`config.mk`:
```
export PLATFORM = sky130hd
export DESIGN_NAME = bracket_language_lexer_flat
export DESIGN_NICKNAME = d
export VERILOG_FILES = /design/src/rtl/lbl_pkg.sv /design/src/rtl/lbl_if.sv /design/src/rtl/lbl_front.sv /design/src/rtl/lbl_queue.sv /design/src/rtl/lbl_back.sv /design/src/rtl/bracket_language_lexer.sv /design/src/flat_wrapper.sv
export SDC_FILE = /design/constraint.sdc
export NUM_CORES = 1
export LEC_CHECK = 0
export BUFFER_PORTS_ARGS = -buffer_cell sky130_fd_sc_hd__buf_2
export CAP_MARGIN = 40
export CORE_ASPECT_RATIO = 0.9
export CORE_MARGIN = 2
export CORE_UTILIZATION = 55
export CTS_BUF_LIST = sky130_fd_sc_hd__clkbuf_8
export DETAILED_ROUTE_END_ITERATION = 7
export PLACE_DENSITY = 0.8
export SETUP_SLACK_MARGIN = 0.02
export SLEW_MARGIN = 20
export SYNTH_ARGS = -nofsm -noshare
export SYNTH_HDL_FRONTEND = slang
export SYNTH_SLANG_ARGS = --single-unit
```
`constraint.sdc`:
```
create_clock -name i_clk -period 12.09 [get_ports i_clk]
set_input_delay 2.418 -clock i_clk [delete_from_list [all_inputs] [get_ports i_clk]]
set_output_delay 2.418 -clock i_clk [all_outputs]
set_load 0.05 [all_outputs]
```
`src/rtl/lbl_pkg.sv`:
```
// Shared types, character codes and token kinds for the bracket language lexer.
package lbl_pkg;

    localparam int POS_WIDTH_DEF = 16;
    localparam int QDEPTH        = 3;
    localparam logic [15:0] FIELD_MAX = 16'hFFFF;

    localparam logic [7:0] CH_LB    = 8'h5B;
    localparam logic [7:0] CH_RB    = 8'h5D;
    localparam logic [7:0] CH_QUOTE = 8'h22;
    localparam logic [7:0] CH_DOT   = 8'h2E;
    localparam logic [7:0] CH_SPACE = 8'h20;
    localparam logic [7:0] CH_SEMI  = 8'h3B;
    localparam logic [7:0] CH_NL    = 8'h0A;
    localparam logic [7:0] CH_TAB   = 8'h09;
    localparam logic [7:0] CH_D0    = 8'h30;
    localparam logic [7:0] CH_D9    = 8'h39;

    typedef enum logic [2:0] {
        K_LB     = 3'd0,
        K_RB     = 3'd1,
        K_WS     = 3'd2,
        K_STR    = 3'd3,
        K_NUM    = 3'd4,
        K_SYM    = 3'd5,
        K_SEMI   = 3'd6,
        K_UNTERM = 3'd7
    } t_kind;

    typedef struct packed {
        t_kind       kind;
        logic [15:0] start;
        logic [15:0] len;
    } t_tok;

    typedef struct packed {
        logic two;
        logic last;
        t_tok r0;
        t_tok r1;
    } t_entry;

    function automatic t_kind f_classify(input logic [7:0] c);
        t_kind k;
        case (c) inside
            CH_LB:                  k = K_LB;
            CH_RB:                  k = K_RB;
            CH_SPACE, CH_NL, CH_TAB: k = K_WS;
            CH_QUOTE:               k = K_STR;
            CH_SEMI:                k = K_SEMI;
            [CH_D0:CH_D9]:          k = K_NUM;
            default:                k = K_SYM;
        endcase
        return k;
    endfunction

endpackage

```
`src/rtl/lbl_if.sv`:
```
// Valid/ready channel interfaces for characters in and tokens out.
interface lbl_in_if;
    logic       valid;
    logic       ready;
    logic [7:0] ch;
    logic       last;

    modport source (output valid, output ch, output last, input ready);
    modport sink   (input valid, input ch, input last, output ready);
endinterface

interface lbl_tok_if;
    logic        valid;
    logic        ready;
    logic [2:0]  token_kind;
    logic [15:0] token_start;
    logic [15:0] token_length;
    logic        final_token;
    logic        end_of_run;

    modport source (output valid, output token_kind, output token_start,
                    output token_length, output final_token, output end_of_run,
                    input ready);
    modport sink   (input valid, input token_kind, input token_start,
                    input token_length, input final_token, input end_of_run,
                    output ready);
endinterface

```
`src/rtl/lbl_front.sv`:
```
// Front end: accepts characters, tracks the open token and forms result entries.
module lbl_front #(
    parameter int POS_WIDTH = lbl_pkg::POS_WIDTH_DEF
) (
    input  logic            i_clk,
    input  logic            i_rst_n,
    lbl_in_if.sink          i_in,
    input  logic            i_full,
    output logic            o_push,
    output lbl_pkg::t_entry o_entry
);
    import lbl_pkg::*;

    localparam int LW = (POS_WIDTH + 1 > 17) ? POS_WIDTH + 1 : 17;
    localparam logic [POS_WIDTH-1:0] POS_MAX = {POS_WIDTH{1'b1}};

    t_kind                r_kind, n_kind;
    logic                 r_open, n_open;
    logic [POS_WIDTH-1:0] r_start, n_start;
    logic [POS_WIDTH-1:0] r_pos, n_pos;

    function automatic logic [15:0] f_len(input logic [LW-1:0] s, input logic [LW-1:0] e);
        logic [LW-1:0] d;
        d = (e > s) ? e - s : LW'(1);
        return (d > LW'(FIELD_MAX)) ? FIELD_MAX : d[15:0];
    endfunction

    function automatic logic [15:0] f_sat(input logic [LW-1:0] s);
        return (s > LW'(FIELD_MAX)) ? FIELD_MAX : s[15:0];
    endfunction

    logic accept;
    assign i_in.ready = !i_full;
    assign accept     = i_in.valid && i_in.ready;

    always_comb begin
        logic [LW-1:0] p, p1, os;
        t_kind cls, fk;
        logic cons, str_close, has_a, has_b, has_c, open_after;
        t_tok ta, tb, tc;
        logic [POS_WIDTH-1:0] start_after;
        t_kind kind_after;

        p   = LW'(r_pos);
        p1  = LW'(r_pos) + LW'(1);
        os  = LW'(r_start);
        cls = f_classify(i_in.ch);

        cons      = 1'b0;
        str_close = 1'b0;
        if (r_open) begin
            case (r_kind)
                K_WS:    cons = (i_in.ch == CH_SPACE);
                K_STR: begin
                    cons      = 1'b1;
                    str_close = (i_in.ch == CH_QUOTE);
                end
                K_NUM:   cons = (i_in.ch inside {[CH_D0:CH_D9]}) || (i_in.ch == CH_DOT);
                default: cons = !(i_in.ch inside {CH_SPACE, CH_LB, CH_RB, CH_SEMI});
            endcase
        end

        has_a = str_close || (r_open && !cons);
        ta.kind  = str_close ? K_STR : r_kind;
        ta.start = f_sat(os);
        ta.len   = str_close ? f_len(os, p1) : f_len(os, p);

        has_b    = !cons && (cls inside {K_LB, K_RB, K_SEMI});
        tb.kind  = cls;
        tb.start = f_sat(p);
        tb.len   = f_len(p, p1);

        if (r_open && cons && !str_close) begin
            open_after  = 1'b1;
            kind_after  = r_kind;
            start_after = r_start;
        end else if (!cons && !has_b) begin
            open_after  = 1'b1;
            kind_after  = cls;
            start_after = r_pos;
        end else begin
            open_after  = 1'b0;
            kind_after  = cons ? r_kind : cls;
            start_after = cons ? r_start : r_pos;
        end

        has_c    = i_in.last && open_after;
        fk       = (kind_after == K_STR) ? K_UNTERM : kind_after;
        tc.kind  = fk;
        tc.start = f_sat(LW'(start_after));
        tc.len   = f_len(LW'(start_after), p1);

        o_entry.last = i_in.last;
        if (has_a) begin
            o_entry.r0  = ta;
            o_entry.r1  = has_b ? tb : tc;
            o_entry.two = has_b || has_c;
        end else begin
            o_entry.r0  = has_b ? tb : tc;
            o_entry.r1  = tc;
            o_entry.two = 1'b0;
        end
        o_push = accept && (has_a || has_b || has_c);

        n_kind = r_kind;
        n_open = r_open;
        n_start = r_start;
        n_pos = r_pos;
        if (accept) begin
            n_kind = kind_after;
            if (i_in.last) begin
                n_open  = 1'b0;
                n_start = '0;
                n_pos   = '0;
            end else begin
                n_open  = open_after;
                n_start = start_after;
                n_pos   = (r_pos == POS_MAX) ? r_pos : r_pos + POS_WIDTH'(1);
            end
        end
    end

    always_ff @(posedge i_clk) begin
        if (!i_rst_n) begin
            r_kind  <= K_LB;
            r_open  <= 1'b0;
            r_start <= '0;
            r_pos   <= '0;
        end else begin
            r_kind  <= n_kind;
            r_open  <= n_open;
            r_start <= n_start;
            r_pos   <= n_pos;
        end
    end

`ifndef ASSERT_OFF
    a_last_clears: assert property (@(posedge i_clk) disable iff (!i_rst_n)
        (accept && i_in.last) |=> (r_pos == '0 && !r_open))
        else $error("position or open flag not cleared after last character");
    a_last_pushes: assert property (@(posedge i_clk) disable iff (!i_rst_n)
        (accept && i_in.last) |-> o_push)
        else $error("last character produced no token");
`endif
endmodule

```
`src/rtl/lbl_queue.sv`:
```
// Short entry queue between the front end and the token output stage.
module lbl_queue (
    input  logic            i_clk,
    input  logic            i_rst_n,
    input  logic            i_push,
    input  lbl_pkg::t_entry i_entry,
    output logic            o_full,
    input  logic            i_pop,
    output lbl_pkg::t_entry o_head,
    output logic            o_empty
);
    import lbl_pkg::*;

    localparam int AW = (QDEPTH > 1) ? $clog2(QDEPTH) : 1;

    t_entry          r_mem [QDEPTH];
    logic [AW-1:0]   r_wp, n_wp;
    logic [AW-1:0]   r_rp, n_rp;
    logic [AW:0]     r_cnt, n_cnt;

    assign o_full  = (r_cnt == (AW+1)'(QDEPTH));
    assign o_empty = (r_cnt == '0);
    assign o_head  = r_mem[r_rp];

    function automatic logic [AW-1:0] f_inc(input logic [AW-1:0] v);
        return (v == AW'(QDEPTH - 1)) ? '0 : v + AW'(1);
    endfunction

    always_comb begin
        n_wp  = i_push ? f_inc(r_wp) : r_wp;
        n_rp  = i_pop  ? f_inc(r_rp) : r_rp;
        n_cnt = r_cnt + (AW+1)'(i_push) - (AW+1)'(i_pop);
    end

    always_ff @(posedge i_clk) begin
        if (!i_rst_n) begin
            r_wp  <= '0;
            r_rp  <= '0;
            r_cnt <= '0;
        end else begin
            r_wp  <= n_wp;
            r_rp  <= n_rp;
            r_cnt <= n_cnt;
        end
    end

    always_ff @(posedge i_clk) begin
        if (i_push) begin
            r_mem[r_wp] <= i_entry;
        end
    end

`ifndef ASSERT_OFF
    a_no_overflow: assert property (@(posedge i_clk) disable iff (!i_rst_n)
        i_push |-> !o_full)
        else $error("push into full queue");
    a_no_underflow: assert property (@(posedge i_clk) disable iff (!i_rst_n)
        i_pop |-> !o_empty)
        else $error("pop from empty queue");
`endif
endmodule

```
`src/rtl/lbl_back.sv`:
```
// Back end: unpacks queued entries into one token transfer per cycle while the output is ready.
module lbl_back (
    input  logic            i_clk,
    input  logic            i_rst_n,
    input  lbl_pkg::t_entry i_head,
    input  logic            i_empty,
    output logic            o_pop,
    lbl_tok_if.source       o_tok
);
    import lbl_pkg::*;

    logic r_sub, n_sub;
    logic xfer, tail;
    t_tok tok;

    assign tail = !i_head.two || r_sub;
    assign tok  = r_sub ? i_head.r1 : i_head.r0;
    assign xfer = o_tok.valid && o_tok.ready;

    assign o_tok.valid        = !i_empty;
    assign o_tok.token_kind   = tok.kind;
    assign o_tok.token_start  = tok.start;
    assign o_tok.token_length = tok.len;
    assign o_tok.end_of_run   = tail;
    assign o_tok.final_token  = tail && i_head.last;
    assign o_pop              = xfer && tail;

    always_comb begin
        n_sub = r_sub;
        if (xfer) begin
            n_sub = !tail;
        end
    end

    always_ff @(posedge i_clk) begin
        if (!i_rst_n) begin
            r_sub <= 1'b0;
        end else begin
            r_sub <= n_sub;
        end
    end

`ifndef ASSERT_OFF
    a_sub_valid: assert property (@(posedge i_clk) disable iff (!i_rst_n)
        r_sub |-> (!i_empty && i_head.two))
        else $error("second token selected without a two-token entry");
`endif
endmodule

```
`src/rtl/bracket_language_lexer.sv`:
```
// Top level of the bracket language lexer.
// Lexes one character byte per clock: a character is accepted every cycle
// while the three-entry token queue has room, and each character yields zero,
// one or two tokens. Tokens leave one per cycle while the receiver is ready,
// so a character that closes one token and emits another (or flushes at
// end of string) occupies the output port for both tokens; the queue absorbs
// that while the next characters keep coming. Tokens are registered in the queue.
// Positions count in POS_WIDTH bits, saturate at their maximum and are
// reported clamped to 16 bits; they return to zero after each last character.
module bracket_language_lexer #(
    parameter int POS_WIDTH = lbl_pkg::POS_WIDTH_DEF
) (
    input  logic      i_clk,
    input  logic      i_rst_n,
    lbl_in_if.sink    i_in,
    lbl_tok_if.source o_tok
);
    import lbl_pkg::*;

    logic   push, full, pop, empty;
    t_entry entry, head;

    lbl_front #(.POS_WIDTH(POS_WIDTH)) u_front (
        .i_clk   (i_clk),
        .i_rst_n (i_rst_n),
        .i_in    (i_in),
        .i_full  (full),
        .o_push  (push),
        .o_entry (entry)
    );

    lbl_queue u_queue (
        .i_clk   (i_clk),
        .i_rst_n (i_rst_n),
        .i_push  (push),
        .i_entry (entry),
        .o_full  (full),
        .i_pop   (pop),
        .o_head  (head),
        .o_empty (empty)
    );

    lbl_back u_back (
        .i_clk   (i_clk),
        .i_rst_n (i_rst_n),
        .i_head  (head),
        .i_empty (empty),
        .o_pop   (pop),
        .o_tok   (o_tok)
    );
endmodule
```
`src/flat_wrapper.sv`:
```
// flat-port wrapper written by rule: the top's interface ports become plain ports
module bracket_language_lexer_flat import lbl_pkg::*;
#(
    parameter int POS_WIDTH = lbl_pkg::POS_WIDTH_DEF
)
  (i_clk, i_rst_n, i_in_valid, i_in_ch, i_in_last, i_in_ready, o_tok_valid, o_tok_token_kind, o_tok_token_start, o_tok_token_length, o_tok_final_token, o_tok_end_of_run, o_tok_ready);
  lbl_in_if i_in_i ();
  lbl_tok_if o_tok_i ();
  input  logic i_clk;
  input  logic i_rst_n;
  input wire logic [$bits(i_in_i.valid)-1:0] i_in_valid;
  input wire logic [$bits(i_in_i.ch)-1:0] i_in_ch;
  input wire logic [$bits(i_in_i.last)-1:0] i_in_last;
  output wire logic [$bits(i_in_i.ready)-1:0] i_in_ready;
  output wire logic [$bits(o_tok_i.valid)-1:0] o_tok_valid;
  output wire logic [$bits(o_tok_i.token_kind)-1:0] o_tok_token_kind;
  output wire logic [$bits(o_tok_i.token_start)-1:0] o_tok_token_start;
  output wire logic [$bits(o_tok_i.token_length)-1:0] o_tok_token_length;
  output wire logic [$bits(o_tok_i.final_token)-1:0] o_tok_final_token;
  output wire logic [$bits(o_tok_i.end_of_run)-1:0] o_tok_end_of_run;
  input wire logic [$bits(o_tok_i.ready)-1:0] o_tok_ready;
  assign i_in_i.valid = i_in_valid;
  assign i_in_i.ch = i_in_ch;
  assign i_in_i.last = i_in_last;
  assign i_in_ready = i_in_i.ready;
  assign o_tok_valid = o_tok_i.valid;
  assign o_tok_token_kind = o_tok_i.token_kind;
  assign o_tok_token_start = o_tok_i.token_start;
  assign o_tok_token_length = o_tok_i.token_length;
  assign o_tok_final_token = o_tok_i.final_token;
  assign o_tok_end_of_run = o_tok_i.end_of_run;
  assign o_tok_i.ready = o_tok_ready;
  bracket_language_lexer #(.POS_WIDTH(POS_WIDTH)) u_core (.i_clk(i_clk), .i_rst_n(i_rst_n), .i_in(i_in_i), .o_tok(o_tok_i));
endmodule
```
; Yosys cells after proc, flatten, opt, wreduce, memory -nomap -nowiden
; Memory sizes are Yosys's and may differ from the RTL's. A register that Yosys moved wholly into a read port is not among the register bits.
; Index checks and enable logic that the tools add are counted.
[word_totals]
register_bits = 44
ramBits = 216
input_bits = 13
output_inout_bits = 39
elab_cells = 123
memories = 1
[memory_table]
columns = name, depth, word_bits, rd, rd_ports_with_merged_regs, wr, line_no
row1 = u_core.u_queue.r_mem, 3, 72, 1, 1, 1, lbl_queue.sv:16  ; t_entry r_mem [QDEPTH];
[op_classes]
addsub = 10
order_cmp = 10
n_eq_ne = 19
muxes = 43
n_reduce_logical = 32
[ops]
columns = op, count
row1 = 2-to-1 mux 16 bit, 11
row2 = 2-to-1 mux 35 bit, 2
row3 = 2-to-1 mux 70 bit, 1
row4 = > comparator 17 x 16 -> 1 bit (second input constant), 4
row5 = 2-to-1 mux 17 bit, 4
row6 = > comparator 17 x 16 -> 1 bit, 3
row7 = subtractor 17 x 16 -> 17 bit, 3
row8 = equality test 8 x 6 -> 1 bit (second input constant), 4
row9 = 2-to-1 mux 3 bit, 9
row10 = adder 16 x 1 -> 17 bit (second input constant), 1
row11 = subtractor 16 x 16 -> 17 bit, 1
row12 = adder 16 x 1 -> 16 bit (second input constant), 1
row13 = equality test 16 bit (second input constant), 1
row14 = equality test 8 x 4 -> 1 bit (second input constant), 2
row15 = equality test 8 x 7 -> 1 bit (second input constant), 2
row16 = > comparator 16 bit, 1
row17 = equality test 3 x 2 -> 1 bit (second input constant), 4
row18 = logical AND 1 bit, 12
row19 = 2-to-1 mux 1 bit, 10
row20 = 2-to-1 mux 2 bit, 5
row21 = greater-or-equal comparator 8 x 6 -> 1 bit (second input constant), 1
row22 = <= comparator 8 x 6 -> 1 bit (second input constant), 1
row23 = zero test 1 bit, 8
row24 = equality test 3 bit (second input constant), 2
row25 = 13 further kinds, 21

; Depth between registers and ports, before layout
; Gate-level depths: netlist of the first run.
[logic_depth]
ltp_word = 21
mapped_depth = 24
mapped_depth_nobuf = 19

; By module
; A second synthesis of the first run with hierarchy kept.
[unflattened]
hier_cells = 1517
area_unflattened_um2 = 15626.2
[by_module_without_submodules]
columns = module, instances, cells_each, area_per_inst_um2, seq_area_each_um2
row1 = lbl_queue, 1, 493, 8421.8, 6666.4
row2 = lbl_front, 1, 976, 6688.9, 720.7
row3 = lbl_back, 1, 48, 515.5, 20.0

; Worst setup path before layout of the first run
; Ideal clock, no wire load.
[synth_path]
kind = input to register
start = input i_in_ch[5]
end = memory u_core.u_queue.r_mem[1][0] in the netlist's numbering (enable)
setup_time_ns = 0.608
arrival_time_ns = 9.681
required_time_ns = 11.482
slack_ns = 1.801
stages = 9
n_path_buf = 2
cell_sequence = buf_2 > nor4b_1 > a211o_1 > o211ai_1 > a21o_1 > buf_2 > nor3b_1 > o41ai_1 > nor3b_1
[synth_via]
elab_chain_cells = 20
word_cells_on_any_way = 46
cone_classes = 2 x order compare / 10 x eq/ne / 14 x mux / 20 x reduce/logical
[synth_lines]
columns = element, line_no
row1 = start: declaration, flat_wrapper.sv:12  ; input wire logic [$bits(i_in_i.ch)-1:0] i_in_ch;
row2 = greater-or-equal comparator 8 x 6 -> 1 bit or <= comparator 8 x 6 -> 1 bit (tied branches), "lbl_front.sv:47, lbl_front.sv:58"
row3 = logical AND 1 bit, "lbl_front.sv:47, lbl_front.sv:58"
row4 = 2-to-1 mux 1 bit, lbl_pkg.sv:45  ; case (c) inside
row5 = 2-to-1 mux 2 bit, lbl_pkg.sv:45
row6 = 2-to-1 mux 3 bit (4 in a row), lbl_pkg.sv:45
row7 = equality test 3 x 1 -> 1 bit (tied with other cells), lbl_front.sv:68  ; has_b = !cons && (cls inside {K_LB, K_RB, K_SEMI});
row8 = nonzero test 3 bit, lbl_front.sv:68
row9 = logical AND 1 bit, lbl_front.sv:68
row10 = zero test 1 bit, lbl_front.sv:77  ; end else if (!cons && !has_b) begin
row11 = logical AND 1 bit, lbl_front.sv:77
row12 = 2-to-1 mux 1 bit, lbl_front.sv:77
row13 = 2-to-1 mux 1 bit, lbl_front.sv:73  ; if (r_open && cons && !str_close) begin
row14 = logical AND 1 bit, lbl_front.sv:87  ; has_c = i_in.last && open_after;
row15 = logical OR 1 bit (*), lbl_front.sv:103  ; o_push = accept && (has_a || has_b || has_c);
row16 = logical AND 1 bit (*), lbl_front.sv:103
row17 = 2-to-1 mux 1 bit (*), lbl_queue.sv:48  ; if (i_push) begin
row18 = 2-to-1 mux 1 bit (not written as such) (*), lbl_queue.sv:49  ; r_mem[r_wp] <= i_entry;
row19 = end: declaration, lbl_queue.sv:16
; Every way passes the cells marked *; elsewhere a longest branch is shown, timed or not.

==> impl_summary.txt, run 1 <==
----------------------------------------------------
[Logic synthesis]
  Avg Cell Area, Syn ... roughly 11 um^2
  Gate count after technology mapping ... roughly 1400
  Mapped cell area ... 0.0148 mm^2
  Count of synthesis-stage warnings from yosys ... 0
  Top_reg_cell synth ... sky130_fd_sc_hd__edfxtp_1
  Post-synthesis sequential area ratio ... 0.500
  Number of distinct library cell variants in the gate-level netlist after synthesis ... 72
  Synth async-reset ratio ... 0
  Number of flops mapped to enable cells by yosys ... between 200 and 250
  Mapped Nets ... ~1500
  Flop and latch count out of synthesis ... between 200 and 300

[Worst setup path]
  WP data arrival ... roughly 7.6 ns
  Critical path fanouts, max ... 26
  Required time reported for the critical path endpoint ... approximately 12 ns
  CP max stage cell ... sky130_fd_sc_hd__a21o_1
  Critical path, cell by cell ... buf_2 > or3_1 > nor3_1 > o211ai_1 > a21o_1 > buf_4 > o21ai_0 > inv_1 > ha_1 > a21o_1 > a21oi_1 > nand2b_1 > nor2b_1 > o21ai_1 > a211oi_1 > a21o_1 > o22ai_1
  Critical path capture point type ... flop
  Worst setup path startpoint ... i_in_ch[4]
  Delay contributed by the slowest stage of the critical path ... approximately 0.55 ns
  Startpoint of the most critical register-to-register path ... u_core.u_front.r_kind[0]$_SDFFE_PN0P_
  Worst setup SP type ... input port
  Cell seen most often among critical-path stages ... sky130_fd_sc_hd__a21o_1
  Worst setup path class ... in2reg
  Worst reg-to-reg setup slack ... between 6 and 7 ns

[Clocking]
  CTS root buf ... sky130_fd_sc_hd__clkbuf_8
  Hold buffers post-CTS ... 0
  Clock buffer count from CTS ... 42
  Clock latency reported for the late side of the worst-skew pair ... just under 0.6 ns
  Clock tree from TritonCTS ... built
  Buffer levels on the longest clock path ... 3
  Reg clk slew, reported paths ... around 0.060 ns
  Post-cts gate resize count ... 0
  # H-tree levels ... 2
  CTS Sinks ... 262
  Buffers inserted by post-CTS timing repair ... 0

[Finish]
  Share of cells above drive strength 1 ... 0.142
  Synth-to-Final Area Change ... 11.1%
  # diodes ... 0
  Sequential cell area ... about 0.0074 mm^2
  Fill cells ... 2047
  Final Non-Filler Cells ... between 1500 and 2000
  Total area of multi-input combinational cells ... 0.00685 mm^2
  Final net count ... 1519

[Detailed routing]
  Top metal layer carrying routed signals ... met4
  Number of vias per cell ... 6.18
  Via count ... ~11000
  Detailed-route wire length ... 37.7 mm
  Average wire per cell in the routed design ... slightly above 20 um
  Routed wire length on met3 ... around 2.8 mm
  Routed length on met1 ... about 16 mm
  Number of DRC violations after detailed-routing iteration 0 ... 1262
  Count of antenna-violating nets left after detailed routing ... 0
  Routed wl met2 ... 16.8 mm
  Iteration count of the initial detailed-routing pass ... 6
  Drc violations ... 0

[STA]
  Setup tns final ... 0 ns
  Finish-stage setup viols ... 0
  RSZ-0062 raised after global routing ... no
  Setup ws final ... about 4.7 ns
  Shortest clock period the worst path allows after layout ... ~7.4 ns
  Final Hold Fails ... 0
  Relative slew slack ... 0.373
  Maximum clock frequency ... 0.135 GHz
  Share of the clock period used by the worst path after layout ... 0.611
  Number of pins with negative max-slew slack in the final report ... 0
  Slew at the pin with the worst max-slew slack ... 0.931 ns
  Clock skew after layout ... 0.0466 ns

[Worst hold path]
  Worst min path class ... reg2reg
  Startpoint of the lowest-slack hold path ... u_core.u_front.r_start[6]$_SDFFE_PN0P_

[Placed design]
  Routability cong. ... ~0.98
  Placed Cells incl. Taps ... 1738
  DP Worst Slack ... roughly 4.3 ns
  Post-detailed-placement half-perimeter wirelength ... 27.1 mm
  Port Buf Inserts ... between 50 and 60

[Die]
  Row Count ... 56
  Number of I/O pins ... between 50 and 60
  Die ar. ... roughly 0.028 mm^2
  Placeable core area ... 0.0263 mm^2
  Overall die width ... 177 um
  Die extent in y ... between 150 and 200 um
  Initial standard-cell utilization of the core ... 0.564

[Power]
  Peak supply drop ... roughly 0.082 mV
  Power per cell area ... approximately 160 mW/mm^2
  Leakage ... 0.00608 uW

[GRT]
  All-Layer GR Usage ... 0.270
  Maximum number of pins on one net before global-route repair ... between 70 and 80
  First-pass GRT wire length ... ~60 mm
  Via count of the first global-routing pass ... roughly 11000
  Total grt overflow ... 0
  Initial antenna violation count ... 0

[Outcome]
  Outcome ... finished, final reports clean

[Job]
  Max-cap viol count ... 0

----------------------------------------------------
-- layout by cell type (no fill, tap or decap), types with 6 or more instances in the layout --
| cell | netlist | routed |
|---|---|---|
| sky130_fd_sc_hd__a211oi_1 | 9 | 9 |
| sky130_fd_sc_hd__a21o_1 | 22 | 22 |
| sky130_fd_sc_hd__a21oi_1 | 105 | 105 |
| sky130_fd_sc_hd__a22oi_1 | 18 | 18 |
| sky130_fd_sc_hd__a31oi_1 | 11 | 11 |
| sky130_fd_sc_hd__and2_1 | 16 | 16 |
| sky130_fd_sc_hd__and3_1 | 6 | 6 |
| sky130_fd_sc_hd__buf_2 | 6 | 52 |
| sky130_fd_sc_hd__buf_4 | 0 | 20 |
| sky130_fd_sc_hd__clkbuf_8 | 0 | 48 |
| sky130_fd_sc_hd__clkinv_2 | 0 | 8 |
| sky130_fd_sc_hd__dfxtp_1 | 46 | 43 |
| sky130_fd_sc_hd__edfxtp_1 | 216 | 216 |
| sky130_fd_sc_hd__ha_1 | 66 | 66 |
| sky130_fd_sc_hd__inv_1 | 83 | 93 |
| sky130_fd_sc_hd__mux2i_1 | 45 | 45 |
| sky130_fd_sc_hd__mux4_2 | 35 | 35 |
| sky130_fd_sc_hd__nand2_1 | 82 | 82 |
| sky130_fd_sc_hd__nand2b_1 | 12 | 12 |
| sky130_fd_sc_hd__nand3_1 | 18 | 18 |
| sky130_fd_sc_hd__nand4_1 | 9 | 9 |
| sky130_fd_sc_hd__nor2_1 | 169 | 167 |
| sky130_fd_sc_hd__nor2b_1 | 23 | 23 |
| sky130_fd_sc_hd__nor3_1 | 16 | 15 |
| sky130_fd_sc_hd__o211ai_1 | 11 | 11 |
| sky130_fd_sc_hd__o21a_1 | 14 | 14 |
| sky130_fd_sc_hd__o21ai_0 | 79 | 79 |
| sky130_fd_sc_hd__o21ai_1 | 11 | 11 |
| sky130_fd_sc_hd__o221ai_1 | 13 | 13 |
| sky130_fd_sc_hd__o22ai_1 | 14 | 14 |
| sky130_fd_sc_hd__o31ai_1 | 7 | 7 |
| sky130_fd_sc_hd__or3_1 | 9 | 9 |
| sky130_fd_sc_hd__xnor2_1 | 47 | 47 |
| sky130_fd_sc_hd__xor2_1 | 25 | 25 |
-- worst max-delay path: cells and delay by family --
kind,cells,cell delay [ns]
AND/OR/NAND/NOR,4,1.13
adder cells (fa/ha/maj),1,0.42
buffers and inverters,3,0.61
AO/OA/AOI/OAI,9,3.01
-- worst paths after layout --
kind | endpoint | cells after the start
worst max-delay path | u_core.u_queue.r_mem[1][10]$_DFFE_PP_ | 17
worst max register to register | u_core.u_queue.r_mem[1][10]$_DFFE_PP_ | 17
worst min-delay path | u_core.u_front.r_start[6]$_SDFFE_PN0P_ | 2
worst min register to register | u_core.u_front.r_start[6]$_SDFFE_PN0P_ | 2
-- cell families (layout without fill, tap and decap cells) --
| kind of cell | Yosys count | after routing | share of synthesized area |
|---|---|---|---|
| AOI/OAI and AO/OA | 346 | 346 | 0.145 |
| xor gates and xnor gates | 72 | 72 | 0.0425 |
| adders and majority gates | 70 | 70 | 0.0605 |
| buffers and inverters | 152 | 243 | 0.0395 |
| DFF | 262 | 262 | 0.500 |
| muxes | 88 | 88 | 0.0904 |
| and+or+nand+nor | 388 | 388 | 0.123 |
-- sequential cells by signal (all words and copies together), names as in the netlist, named ones only --
name,flops
u_core.u_queue.r_wp,2
u_core.u_queue.r_cnt,3
u_core.u_back.r_sub,1
u_core.u_front.r_start,16
u_core.u_front.r_kind,3
u_core.u_queue.r_mem,216
u_core.u_front.r_open,1
u_core.u_front.r_pos,16
u_core.u_queue.r_rp,2
-- report_power, final --
group | switching [uW] | internal (uW)
Clock | 362 | 475
Sequential | 26.5 | 1050
Combinational | 480 | 232
-- metrics by stage --
stage               cell area, um^2   util  hold slack (ns)  total power, uW
floorplan                     14800      -            0.475             1640
global placement              15400  0.587            0.491             1790
detailed placement            15500  0.590            0.498             1800
CTS                           16400  0.625            0.513             2630
global route                  16500  0.627            0.546             2730
finish                        16500  0.627            0.516             2630
-- synth_stat cells (all sizes together), types with 4 or more instances --
cell | instances | area [um^2]
nand4 | 9 | 56.3
xnor2 | 47 | 412
xor2 | 25 | 219
a221oi | 5 | 50.0
nand3 | 18 | 90.1
nor2 | 169 | 634
and2 | 16 | 100
a21o | 22 | 165
dfxtp | 46 | 921
o31ai | 7 | 52.6
nor3b | 7 | 52.6
o221ai | 13 | 114
a31oi | 11 | 68.8
or3 | 9 | 56.3
a22oi | 18 | 135
a21boi | 7 | 52.6
and3 | 6 | 37.5
nand2 | 82 | 308
o21a | 14 | 105
mux2 | 7 | 78.8
a21oi | 105 | 526
mux4 | 35 | 788
o22ai | 14 | 87.6
edfxtp | 216 | 6490
nand3b | 4 | 30.0
nor2b | 23 | 144
inv | 88 | 330
nor4 | 6 | 58.8
nand2b | 12 | 75.1
o211ai | 11 | 82.6
clkbuf | 52 | 195
nor3 | 16 | 80.1
mux2i | 46 | 473
buf | 12 | 60.1
a211oi | 9 | 67.6
o21ai | 90 | 450
ha | 66 | 826
-- metal layers --
layer | vias up | track usage
met3 | 117 | 0.0467
met4 | 0 | 0.122
met2 | 487 | 0.409
met1 | 5412 | 0.383
met5 | - | 0
li1 | 5208 | -
-- final cells by class --
class,instances,area share
Clock buffer,48,0.0401
Clock inverter,28,0.0165
Inverter,88,0.0201
Multi-Input combinational cell,964,0.416
Sequential cell,262,0.450
Tap cell,348,0.0264
Timing Repair Buffer,79,0.0306
No activity file was read; power rests on OpenSTA's default activity.
==> run 2, diff against run 1 <==
- clock period: 12.09 -> 7.5 ns (I/O delays scaled with it)
==> impl_summary.txt, run 2 (synthesis results as in run 1) <==
----------------------------------------------------
[Outcome]
  Outcome ... finished, final reports clean

[GRT]
  Via count of the first global-routing pass ... 10700 (-1.1%)
  Maximum number of pins on one net before global-route repair ... 75 (unchanged)
  Total grt overflow ... 0 (unchanged)
  First-pass GRT wire length ... 59.3 mm (-0.76%)
  Initial antenna violation count ... 1 (+1)
  All-Layer GR Usage ... 0.269 (-0.00150)

[Detailed routing]
  Number of vias per cell ... 6.21 (+0.46%)
  Iteration count of the initial detailed-routing pass ... 7 (+1)
  Detailed-route wire length ... 37.8 mm (+0.29%)
  Via count ... 11300 (+0.74%)
  Count of antenna-violating nets left after detailed routing ... 0 (unchanged)
  Average wire per cell in the routed design ... 20.7 um (about the same)
  Drc violations ... 0 (unchanged)
  Number of DRC violations after detailed-routing iteration 0 ... 1032 (-18%)

[Worst setup path]
  Worst reg-to-reg path cell count ... 19 (+2)
  Critical path capture point type ... flop
  Stages on the worst setup path ... 19 (+2)
  Critical path fanouts, max ... 26 (unchanged)
  CP max stage cell ... sky130_fd_sc_hd__o21ai_0
  Delay-heaviest family, CP ... compound AO/OA/AOI/OAI gates
  Required time reported for the critical path endpoint ... 7.74 ns (-4.58 ns)
  WP data arrival ... 6.45 ns (-1.16 ns)
  Worst setup path class ... in2reg
  Worst setup path startpoint ... i_in_ch[4]
  Buf+Inv Stages, Crit Path ... 4 (+1)
  Critical path, cell by cell ... buf_2 > or3_1 > nor3_1 > o211ai_1 > a21o_1 > buf_16 > o21ai_0 > inv_1 > ha_1 > a21o_1 > a21oi_1 > nand2b_1 > nor2b_1 > o21ai_1 > buf_4 > a211oi_1 > nor2_1 > nand2_1 > o221ai_1
  R2R Path End ... u_core.u_queue.r_mem[0][43]$_DFFE_PP_
  Endpoint of the worst setup timing path ... u_core.u_queue.r_mem[0][43]$_DFFE_PP_
  Worst setup SP type ... input port
  Cell seen most often among critical-path stages ... sky130_fd_sc_hd__a21o_1
  Worst reg-to-reg setup slack ... 1.89 ns (-4.50 ns)
  Delay contributed by the slowest stage of the critical path ... 0.65 ns (+0.10 ns)
  Startpoint of the most critical register-to-register path ... u_core.u_front.r_pos[0]$_SDFFE_PN0P_

[Clocking]
  Clock latency reported for the late side of the worst-skew pair ... 0.57 ns (about the same)
  Clock buffer count from CTS ... 43 (+2.4%)
  Clock tree from TritonCTS ... built
  # H-tree levels ... 2 (unchanged)
  Buffers inserted by post-CTS timing repair ... 0 (unchanged)
  CTS Sinks ... 262 (unchanged)
  Reg clk slew, reported paths ... 0.06 ns (about the same)
  Hold buffers post-CTS ... 0 (unchanged)
  CTS root buf ... sky130_fd_sc_hd__clkbuf_8
  Buffer levels on the longest clock path ... 3 (unchanged)
  Post-cts gate resize count ... 0 (unchanged)

[Finish]
  Most common library cell in the layout ignoring fill and taps ... sky130_fd_sc_hd__edfxtp_1
  Registers with the most flip-flops ... u_core.u_queue.r_mem x216, u_core.u_front.r_pos x16, u_core.u_front.r_start x16
  Biggest register ... u_core.u_queue.r_mem
  Max FFs per register ... 216 (unchanged)
  Commonest non-fill, non-tap cells in the layout ... sky130_fd_sc_hd__edfxtp_1, sky130_fd_sc_hd__nor2_1, sky130_fd_sc_hd__a21oi_1
  Final net count ... 1524 (+0.33%)
  Synth-to-Final Area Change ... 11.0% (about the same)
  Share of cells above drive strength 1 ... 0.138 (-0.00310)

[Die]
  Row Count ... 56 (unchanged)
  Die ar. ... 0.0283 mm^2 (unchanged)
  Number of I/O pins ... 52 (unchanged)
  Die extent in y ... 160 um (unchanged)
  Initial standard-cell utilization of the core ... 0.564 (unchanged)
  Placeable core area ... 0.0263 mm^2 (unchanged)
  Overall die width ... 177 um (unchanged)

[STA]
  RSZ-0062 raised after global routing ... no
  Finish-stage setup viols ... 0 (unchanged)
  Number of pins with negative max-slew slack in the final report ... 0 (unchanged)
  Maximum clock frequency ... ~0.16 GHz
  Slew at the pin with the worst max-slew slack ... 0.854 ns (-0.0765 ns)
  Setup ws final ... 1.29 ns (-3.41 ns)
  Final Hold Fails ... 0 (unchanged)
  Shortest clock period the worst path allows after layout ... a little over 6 ns
  Setup tns final ... 0 ns (unchanged)
  Clock skew after layout ... 0.0223 ns (-0.0243 ns)
  Share of the clock period used by the worst path after layout ... 0.828
  Relative slew slack ... 0.431 (+0.0576)

[Placed design]
  DP Worst Slack ... 0.850 ns (-3.50 ns)
  Port Buf Inserts ... 51 (unchanged)
  Routability cong. ... 0.980 (-0.11%)
  Post-detailed-placement half-perimeter wirelength ... 26.9 mm (-0.60%)

[Power]
  Leakage ... 0.00610 uW (+0.33%)
  Power per cell area ... 248 mW/mm^2 (+55%)
  Peak supply drop ... 0.128 mV (+56%)

[Job]
  Max-cap viol count ... 0 (unchanged)

[Worst hold path]
  Worst min path class ... reg2reg

----------------------------------------------------
==> run 2: tightest hold or removal path, cell delays in order, from the launching register on <==
cell                      delay, ns
sky130_fd_sc_hd__dfxtp_1       0.32
sky130_fd_sc_hd__a22oi_1       0.08
sky130_fd_sc_hd__nor2_1        0.08
==> run 2: routing by layer <==
metal  routed length (um)  vias up  share of wire  GRT usage
li1                     -     5227              -          -
met5                    0        -              0          0
met1                15900     5448           0.42      0.379
met4                 1320        0          0.035     0.0924
met3                 3360       96          0.089     0.0464
met2                17200      536           0.46      0.422
==> run 2: how the worst min path moves through the flow <==
| stage | start | to | slack [ns] | cells past startpoint |
|---|---|---|---|---|
| after floorplan | u_core.u_queue.r_rp[1]$_SDFFE_PN0P_ | flop | 0.48 | 2 |
| after global placement | u_core.u_front.r_start[5]$_SDFFE_PN0P_ | u_core.u_front.r_start[5]$_SDFFE_PN0P_ | 0.49 | 2 |
| after detailed placement | u_core.u_front.r_start[8]$_SDFFE_PN0P_ | u_core.u_front.r_start[8]$_SDFFE_PN0P_ | 0.50 | 2 |
| after CTS | u_core.u_front.r_start[8]$_SDFFE_PN0P_ | u_core.u_front.r_start[8]$_SDFFE_PN0P_ | 0.51 | 2 |
| after global routing | u_core.u_front.r_start[6]$_SDFFE_PN0P_ | u_core.u_front.r_start[6]$_SDFFE_PN0P_ | 0.54 | 2 |
| final | u_core.u_front.r_start[12]$_SDFFE_PN0P_ | u_core.u_front.r_start[12]$_SDFFE_PN0P_ | 0.51 | 2 |
==> run 2: where the power goes <==
part	switching (uW)	internal (uW)
combinational	763	376
sequential	53.6	1700
clock	575	618
==> run 2: final cells by class <==
class                           count  area, um^2
Inverter                           88         330
Tap cell                          348         435
Clock inverter                     32         201
Clock buffer                       44         606
Timing Repair Buffer               83         587
Multi-Input combinational cell    964        6880
Sequential cell                   262        7410
Antenna cell                        1        2.50
Fill cell                        2084        9820
==> run 2: stage by stage <==
step	utilization	hold slack, ns	instance area (um^2)	total power (uW)	cells
6_report	0.626	0.507	16500	4080	1822
5_1_grt	0.626	0.542	16500	4250	1821
4_1_cts	0.624	0.514	16400	4090	1819
3_5_place_dp	0.594	0.500	15600	2910	1743
3_3_place_gp	0.589	0.488	15500	2880	1734
2_1_floorplan	-	0.475	14800	2640	1378
